[config.mk]
export PLATFORM = sky130hd
export DESIGN_NAME = chte_bucket_mem
export DESIGN_NICKNAME = d
export VERILOG_FILES = /design/src/assert_macros.svh /design/src/chte_bucket_mem.sv
export SDC_FILE = /design/constraint.sdc
export NUM_CORES = 1
export LEC_CHECK = 0
export ABC_CLOCK_PERIOD_IN_PS = 2800
export BUFFER_PORTS_ARGS = -buffer_cell sky130_fd_sc_hd__buf_4
export CELL_PAD_IN_SITES_DETAIL_PLACEMENT = 1
export CELL_PAD_IN_SITES_GLOBAL_PLACEMENT = 1
export CORE_MARGIN = 2
export CORE_UTILIZATION = 45
export CTS_BUF_LIST = sky130_fd_sc_hd__clkbuf_8
export CTS_CLUSTER_DIAMETER = 100
export DETAILED_ROUTE_END_ITERATION = 16
export PLACE_DENSITY = 0.69
export RECOVER_POWER = 50
export REMOVE_ABC_BUFFERS = 1
export SYNTH_ARGS = -nofsm -noshare
export SYNTH_HDL_FRONTEND = slang
export SYNTH_SLANG_ARGS = --single-unit
[constraint.sdc]
create_clock -name clk -period 2.8 [get_ports clk]
set_input_delay 0.42 -clock clk [delete_from_list [all_inputs] [get_ports clk]]
set_output_delay 0.42 -clock clk [all_outputs]
set_load 0.02 [all_outputs]
[src/assert_macros.svh]
// Assertion macros shared by the hash table engine RTL.
// Sampled on clk, disabled while rst_n is low; no other dependencies.
`ifndef ASSERT_MACROS_SVH
`define ASSERT_MACROS_SVH

`define ASSERT_IMPL(label, ante, cons, msg) \
  label: assert property (@(posedge clk) disable iff (!rst_n) (ante) |-> (cons)) \
    else $error(msg);

`define ASSERT_NEXT(label, ante, cons, msg) \
  label: assert property (@(posedge clk) disable iff (!rst_n) (ante) |=> (cons)) \
    else $error(msg);

`endif

[src/chte_bucket_mem.sv]
// Bucket head memory: valid flag and first node of each chain.
// Depends on chte_pkg only through its users; registered read port.
module chte_bucket_mem #(
  parameter  int MAX_BUCKETS = 64,
  parameter  int POOL_NODES  = 256,
  localparam int BW = (MAX_BUCKETS > 1) ? $clog2(MAX_BUCKETS) : 1,
  localparam int PW = $clog2(POOL_NODES)
) (
  input  logic          clk,
  input  logic          we,
  input  logic [BW-1:0] waddr,
  input  logic          wvld,
  input  logic [PW-1:0] wptr,
  input  logic [BW-1:0] raddr,
  output logic          rvld,
  output logic [PW-1:0] rptr
);

  logic [PW:0] mem [MAX_BUCKETS];
  logic [PW:0] rdata_r;

  always_ff @(posedge clk) begin
    if (we) begin
      mem[waddr] <= {wvld, wptr};
    end
    rdata_r <= mem[raddr];
  end

  assign rvld = rdata_r[PW];
  assign rptr = rdata_r[PW-1:0];

endmodule

==> metrics <==
CTS HTree Levels 3; kind of capture point of the worst setup path flip-flop; critical path startpoint category flip-flop; total number of clock tree sinks 585; total of endpoints with negative setup slack in the final report 0; instance count of the mapped netlist 1,020; global routing usage on met3 4.125%; vias in the first global route 11,910; Max IR drop VDD 0.0003306 V; share of final-layout standard cells stronger than drive strength 1 31.20%; clock transition time at the flip-flop clock pins of the worst setup and hold paths 70 ps; initial core utilization 45.31%; maximum number of pins on one net before global-route repair 65; share of async-settable or async-resettable flops after synthesis 0%; area of the mapped netlist 0.02259 sq mm; NumNets Final 1,216; final clock period utilization by the worst path 73.31%; DR vias 10,970; TritonCTS clock tree built; Post-CTS Setup Inserts 0; buffer levels on the longest clock path 3; worst hold slack after final layout 135.4 ps; row count 82; worst setup slack for register-to-register paths 750 ps; global route total overflow 0; synthesized area per cell 22.15 sq um; result of the run finished with violations; classification of the worst setup path flip-flop to flip-flop; peak clock frequency supported by timing 487.2 MHz; slew at the pin closest to its max-slew limit 1554 ps; clock period minus final worst setup slack 2053 ps; global-route wire length before repair 80,700 um; die width 228.1 um; most used flip-flop cell after synthesis edfxtp_1; met2 track utilization from global routing 33.88%; TritonCTS buffer count 94; average wire per cell in the routed design 27.85 um; Synth cell types 37; number of DRC violations after detailed-routing iteration 0 920; DRC violation count after routing 0; remaining antenna violation count 0; most frequent cell after synthesis edfxtp_1; synthesis warning total 0; worst slew margin relative to its limit -3.577%; cell type with the largest total area after synthesis edfxtp_1; leading post-synthesis cells by instance count 576 x edfxtp_1, 143 x mux4_2, 70 x nor2_1, 24 x nand2_1, 23 x clkbuf_1; Sum Neg Setup Slack 0 ps; total of buffers placed on input and output ports 31; violations in the final reports max-capacitance violations, max-slew violations; static power due to leakage 8.397 nW; half-perimeter wire length after placement 32,860 um; layer with the highest usage met2; CORE AREA 0.04986 sq mm; antenna violations before repair 1; area grow syn2layout 14.53%; cells taking the most area after synthesis edfxtp_1 77%, mux4_2 14%, nor2_1 1.2%, mux2i_1 0.97%, mux4_1 0.93%; Maximum Capacitance Violations 2; arrival time of data at the critical path endpoint 2610 ps; number of hold-repair buffers added at the cts stage 0; clock insertion delay at the later pin of the skew report 680 ps; Die Y 228.1 um; pins over their slew limit 150; flip-flop and latch count after synthesis 585; Routability Congestion 0.7594; unrepaired setup endpoints after global routing no; hold crit path type input port to flip-flop; PD cells 675.2 mW/mm^2; IO Count 32; detailed-route vias per instance 5.665; die footprint 0.05202 sq mm; Clk Tree Root Cell clkbuf_8; EDFF count, synth 576; first-pass iteration count of the detailed router 5; count of instances resized after the clock tree is built 0; final worst clock skew 29.73 ps; met1 Usage GRT 29.46%; share of synthesized area occupied by flip-flops and latches 77.35%; maximum fanout along the worst path 1; Total Routed Length 53,920 um; all-layer global routing usage 21.32%; final hold violation count 0; endpoint required time on the critical path 3360 ps; share of the synthesized area in the top cell type 76.55%
kinds of logic (layout without fill, tap and decap cells):
logic type / after synthesis / in the layout / synth area share, %
multiplexers: 177 / 177 / 16.36
AND/OR/NAND/NOR: 141 / 141 / 2.830
flip-flops: 585 / 585 / 77.35
buffers and inverters: 55 / 298 / 1.451
AO/OA/AOI/OAI: 62 / 62 / 2.010
other: 0 / 1 / 0
sequential cells by signal (all words and copies together) (netlist names):
| register | count |
|---|---|
| mem | 576 |
| rdata_r | 9 |
worst max-delay path, stage by stage, from the launching register on:
cell and delay, ps:
edfxtp_1 360, mux4_1 520, mux2_2 280, o22ai_1 260
a2111oi_0 230, a221o_1 290
where the power goes:
group	internal (mW)	switching [mW]
clock	3.48	3.31
sequential	9.71	0.0358
combinational	0.364	0.581
final timing paths:
check	from	endpoint	cells past startpoint
worst max-delay path	mem[17][5]	rdata_r[5]	5
worst min register to register	mem[45][5]	rdata_r[5]	4
worst max register to register	mem[17][5]	rdata_r[5]	5
worst min-delay path	raddr[5]	rdata_r[6]	3
area by class of cell:
type	count	area (sq um)
fillers	4493	23990
flip-flops and latches	585	17480
multi-input cells	380	4790
clock buffers	96	1321
repair buffers	131	1049
well taps	672	840.8
clock inverters	70	394.1
inverters	1	3.754
diodes	1	2.502
placed cells by master, fill, tap and decap left out, types with 2 or more instances in the layout:
cell / Yosys / layout
a211oi_1: 3 / 3
edfxtp_1: 576 / 576
o21bai_1: 3 / 3
o22ai_1: 8 / 8
nor3_1: 2 / 2
clkinv_1: 0 / 19
dfxtp_1: 9 / 9
mux4_1: 8 / 8
mux4_2: 143 / 143
a22oi_1: 17 / 17
buf_4: 9 / 110
nand2b_1: 6 / 6
nand3_1: 12 / 12
a21oi_1: 5 / 5
nand4_1: 2 / 2
nor2b_1: 14 / 14
clkbuf_8: 0 / 96
o2111ai_1: 2 / 2
nand2_1: 24 / 24
a2111oi_0: 6 / 6
o21ai_1: 5 / 5
o211ai_1: 5 / 5
and2_1: 4 / 4
bufinv_16: 0 / 3
clkinv_2: 0 / 11
nand3b_1: 3 / 3
nor2_1: 70 / 70
mux2_2: 4 / 4
inv_8: 0 / 2
inv_1: 0 / 30
o221ai_1: 5 / 5
buf_12: 2 / 7
clkbuf_2: 0 / 9
a221o_1: 3 / 3
mux2i_1: 22 / 22
clkbuf_1: 23 / 3
inv_6: 0 / 3
through the flow:
stage	std cells	util (%)	total power, mW	setup slack (ps)	instance area, sq um
after detailed placement	1769	48.52	10.88	195.9	24190
after floorplan	966	-	10.29	943.7	22270
final	1936	51.90	17.47	747.3	25880
after CTS	1935	51.96	17.66	751.4	25910
after global placement	1769	48.52	10.85	195.1	24190
after global routing	1936	51.90	18.07	647.2	25880
per-layer routing:
layer,wire (um),vias to the layer above
li1,-,4666
met1,23170,5860
met2,26110,355
met3,3134,86
met4,1508,0
met5,0,-
Power figures use the tool's default switching activity.
