===== src/assert_macros.svh =====
// Assertion macros shared by the hash table engine RTL.
// Sampled on clk, disabled while rst_n is low; no other dependencies.
`ifndef ASSERT_MACROS_SVH
`define ASSERT_MACROS_SVH

`define ASSERT_IMPL(label, ante, cons, msg) \
  label: assert property (@(posedge clk) disable iff (!rst_n) (ante) |-> (cons)) \
    else $error(msg);

`define ASSERT_NEXT(label, ante, cons, msg) \
  label: assert property (@(posedge clk) disable iff (!rst_n) (ante) |=> (cons)) \
    else $error(msg);

`endif


===== src/chte_pkg.sv =====
// Shared types and constants of the chained hash table engine.
// No dependencies; used by every module of the block but chte_bucket_mem.
package chte_pkg;

  localparam int KEY_W     = 16;
  localparam int DATA_W    = 32;
  localparam int CFG_W     = 7;
  localparam int HASH_MULT = 13;
  localparam int HASH_W    = 20;
  localparam int ITER_W    = $clog2(HASH_W);

  localparam logic [1:0] OP_INSERT   = 2'd0;
  localparam logic [1:0] OP_RETRIEVE = 2'd1;
  localparam logic [1:0] OP_ALTER    = 2'd2;
  localparam logic [1:0] OP_NONE     = 2'd3;

  typedef enum logic [1:0] {
    ST_OK   = 2'd0,
    ST_DUP  = 2'd1,
    ST_MISS = 2'd2,
    ST_FULL = 2'd3
  } status_t;

  typedef struct packed {
    logic key;
    logic value;
    logic link;
  } node_we_t;

endpackage


===== src/chte_rem_unit.sv =====
// Bit-serial restoring remainder unit: (key * 13) mod bucket count.
// Depends on chte_pkg; one dividend bit per cycle.
module chte_rem_unit (
  input  logic                          clk,
  input  logic                          rst_n,
  input  logic                          start,
  input  logic [chte_pkg::HASH_W-1:0]   dividend,
  input  logic [chte_pkg::CFG_W-1:0]    divisor,
  output logic                          done,
  output logic [chte_pkg::CFG_W-1:0]    rem
);

  logic                          busy_r;
  logic                          done_r;
  logic [chte_pkg::ITER_W-1:0]   cnt_r;
  logic [chte_pkg::HASH_W-1:0]   dvd_r;
  logic [chte_pkg::CFG_W-1:0]    div_r;
  logic [chte_pkg::CFG_W-1:0]    rem_r;
  logic [chte_pkg::CFG_W-1:0]    rem_nxt;
  logic [chte_pkg::CFG_W:0]      trial;

  always_comb begin
    trial = {rem_r, dvd_r[chte_pkg::HASH_W-1]};
    if (trial >= {1'b0, div_r}) begin
      trial = trial - {1'b0, div_r};
    end
    rem_nxt = trial[chte_pkg::CFG_W-1:0];
  end

  always_ff @(posedge clk) begin
    if (!rst_n) begin
      busy_r <= 1'b0;
      done_r <= 1'b0;
      cnt_r  <= '0;
    end else begin
      done_r <= 1'b0;
      if (start) begin
        busy_r <= 1'b1;
        cnt_r  <= '0;
      end else if (busy_r) begin
        cnt_r <= cnt_r + 1'b1;
        if (cnt_r == chte_pkg::ITER_W'(chte_pkg::HASH_W - 1)) begin
          busy_r <= 1'b0;
          done_r <= 1'b1;
        end
      end
    end
  end

  always_ff @(posedge clk) begin
    if (start) begin
      dvd_r <= dividend;
      div_r <= divisor;
      rem_r <= '0;
    end else if (busy_r) begin
      dvd_r <= dvd_r << 1;
      rem_r <= rem_nxt;
    end
  end

  assign done = done_r;
  assign rem  = rem_r;

endmodule


===== config.mk =====
export PLATFORM = sky130hd
export DESIGN_NAME = chte_rem_unit
export DESIGN_NICKNAME = d
export VERILOG_FILES = /design/src/assert_macros.svh /design/src/chte_pkg.sv /design/src/chte_rem_unit.sv
export SDC_FILE = /design/constraint.sdc
export NUM_CORES = 1
export LEC_CHECK = 0
export BUFFER_PORTS_ARGS = -buffer_cell sky130_fd_sc_hd__buf_2
export CORE_UTILIZATION = 55
export DETAILED_ROUTE_END_ITERATION = 6
export GPL_ROUTABILITY_DRIVEN = 1
export PLACE_DENSITY = 0.79
export SLEW_MARGIN = 20
export SYNTH_ARGS = -nofsm -noshare
export SYNTH_HDL_FRONTEND = slang
export SYNTH_SLANG_ARGS = --single-unit

===== constraint.sdc =====
create_clock -name clk -period 2.3 [get_ports clk]
set_input_delay 0.23 -clock clk [delete_from_list [all_inputs] [get_ports clk]]
set_output_delay 0.23 -clock clk [all_outputs]
set_load 0.02 [all_outputs]

==> run metrics <==
Final Power=1.71 mW; RSZ-0062 raised after global routing=false; largest net degree at the start of global routing=26; final setup margin=175 ps; top cell type's share of synthesized area=38.8%; TritonCTS clock tree=yes; first-pass GRT wire length=6330 um; Hold Path Sink=div_r[0]$_DFFE_PP_; Max transition margin=69.8%; setup violators final=0; Routed Antenna Nets=0; Setup CP Type=flip-flop to flip-flop; Placer Congestion=0.896; worst hold slack=107 ps; Clock Latency Late Sink=300 ps; Synth area leaders=edfxtp_1 39%, dfxtp_1 13%, mux2_2 10%, ha_1 4.8%, nor3b_1 2.9%; critical path required time=2500 ps; H-tree depth=2; post-DP HPWL=2690 um; width of the die=63.6 um; worst slack at placement=189 ps; Core Area=3660 um2; Final Max Slew Viols=0; depth of the worst register-to-register path=8; synth warn=0; reg2reg setup slack=180 ps; Placed Area=2330 um2; ANT cells=0; Routed wire per std cell=13.8 um; Setup TNS=0 ps; Worst Tran Pin Value=452 ps; Avg Synthesized Cell Area=11.7 um2; pwr/cell area=699 nW/um2; status=finished clean; leading area contributor after synthesis=edfxtp_1; first-pass iteration count of the detailed router=4; Max-cap violations=0; WL final=3700 um; final instance area=2440 um2; Via Count=1,485; total grt overflow=0; async set or reset register ratio after synthesis=0%; critical path peak fanout=9; Rows=22; vias in the first global route=1,473; r2r startpoint=dvd_r[19]$_DFFE_PP_; crit path time final=2120 ps; Area growth, synth to finish=17.1%; Clk Tree Root Cell=clkbuf_8; hold path depth=1; die height=63.6 um; Leak=0.997 nW; Hold Crit Start=divisor[0]; fin crit share=92.4%; Post-Syn Instances=178; Min-Delay Path Class=input port to flip-flop; Critical Path AT=2320 ps; fmax=471 MHz; postcts setup bufs=0; I/O Buffers=37; Synth Register Bits=41; initial antenna violation count=0; most used flip-flop cell after synthesis=edfxtp_1; Synth Cell Area=2090 um2; final core utilization=66.7%; TritonCTS buffer count=5; register area share after synthesis=52.3%; Die Area=4040 um2; Total GRT Usage=20.9%; worst vdd ir=0.512 mV; io pins=38; Placed Instances=260; post-cts resize count=0; # hold bufs at CTS=0; CP Launch Type=flip-flop; layout cell share with drive strength beyond 1=34.1%; clock sink total=41; Net Count, Synth=217; initial DRC count=89; clock-pin slew on the worst setup and hold paths=80 ps; final net count=258; via/cell ratio=5.54; Clock Path Buffers=2; final hold vios=0; DRC=0; Finished Layout Cells=268; Unique masters post-synth=40; R2R Path End=rem[2]$_SDFFE_PP0P_; Worst Setup End Kind=flip-flop; initial core utilization=57.0%; clock skew=12.5 ps; crit path launch=dvd_r[19]$_DFFE_PP_; EDFF count, synth=27
[kinds of logic after synthesis]
kind of cell	count (synthesis)	synth area share [%]
buffers and inverters	20	3.96
DFF	41	52.3
muxes	20	10.7
xor gates and xnor gates	6	2.52
adders and majority gates	9	5.76
AOI/OAI and AO/OA	32	11.7
and+or+nand+nor	50	13.0
[power by group]
part | switching [mW] | leakage [nW] | internal [mW]
Clock | 0.254 | 0.0554 | 0.326
Combinational | 0.129 | 0.557 | 0.123
Sequential | 0.0252 | 0.384 | 0.850
[critical path, stage by stage (launching register included)]
cell      delay [ps]
edfxtp_1         370
inv_1             80
ha_1             160
inv_1             50
fa_1             410
a211oi_2         240
or3_1            310
a311oi_1         150
a211o_1          240
[layout make-up]
class                   instances  area [um2]
multi-input cells             117         913
clock inverters                 2        38.8
repair buffers                 42         223
flip-flops and latches         41        1090
well taps                      48        60.1
clock buffers                   6        72.6
fillers                       283        1220
inverters                      12        45.0
[worst max-delay path by stage]
stage	slack, ps	to	depth (start not counted)
after floorplan	330	rem[2]$_SDFFE_PP0P_	9
after global placement	290	rem[1]$_SDFFE_PP0P_	8
after detailed placement	190	rem[2]$_SDFFE_PP0P_	8
after CTS	170	rem[2]$_SDFFE_PP0P_	8
after global routing	100	rem[0]$_SDFFE_PP0P_	8
final	180	rem[2]$_SDFFE_PP0P_	8
[per-layer routing]
metal | track usage [%] | up-vias | routed length, um
met5 | 0 | - | 0
met4 | 8.52 | 0 | 63
met3 | 7.61 | 5 | 155
met2 | 33.5 | 34 | 1790
met1 | 25.4 | 708 | 1690
li1 | - | 738 | -
[cell usage after synthesis, types with 2 or more instances]
library cell and instances:
a211oi_1 2, a211oi_2 2, a21o_1 2, a21oi_1 2, a311oi_1 4, a41oi_1 4, clkbuf_1 7, dfxtp_1 14
edfxtp_1 27, ha_1 8, inv_1 12, mux2_2 19, nand2_1 7, nand2b_1 4, nand3_1 3, nand4_1 3
nor2_1 15, nor2b_1 2, nor3b_1 8, o21ai_0 6, o21bai_1 2, o31ai_1 2, or2_2 2, xnor2_1 3
xor2_1 3
[layout by cell type, fill, tap and decap left out, drive strengths merged, types with 2 or more instances in the layout]
cell type   n
inv        12
nor2       15
xnor2       3
a21oi       2
buf        42
nand2       7
o31ai       2
edfxtp     27
a21o        2
xor2        3
nand2b      4
o21bai      2
nand4       3
nor3b       8
a311oi      4
a41oi       4
dfxtp      14
mux2       19
clkbuf      6
ha          8
a211oi      4
nor2b       2
nand3       3
o21ai       6
or2         2
[state kept, by name, summed over array words and instances, names as in the netlist]
register / cells
busy_r: 1
done: 1
div_r: 7
cnt_r: 5
dvd_r: 20
rem: 7
Note: power is estimated with default switching activity, not from simulation.
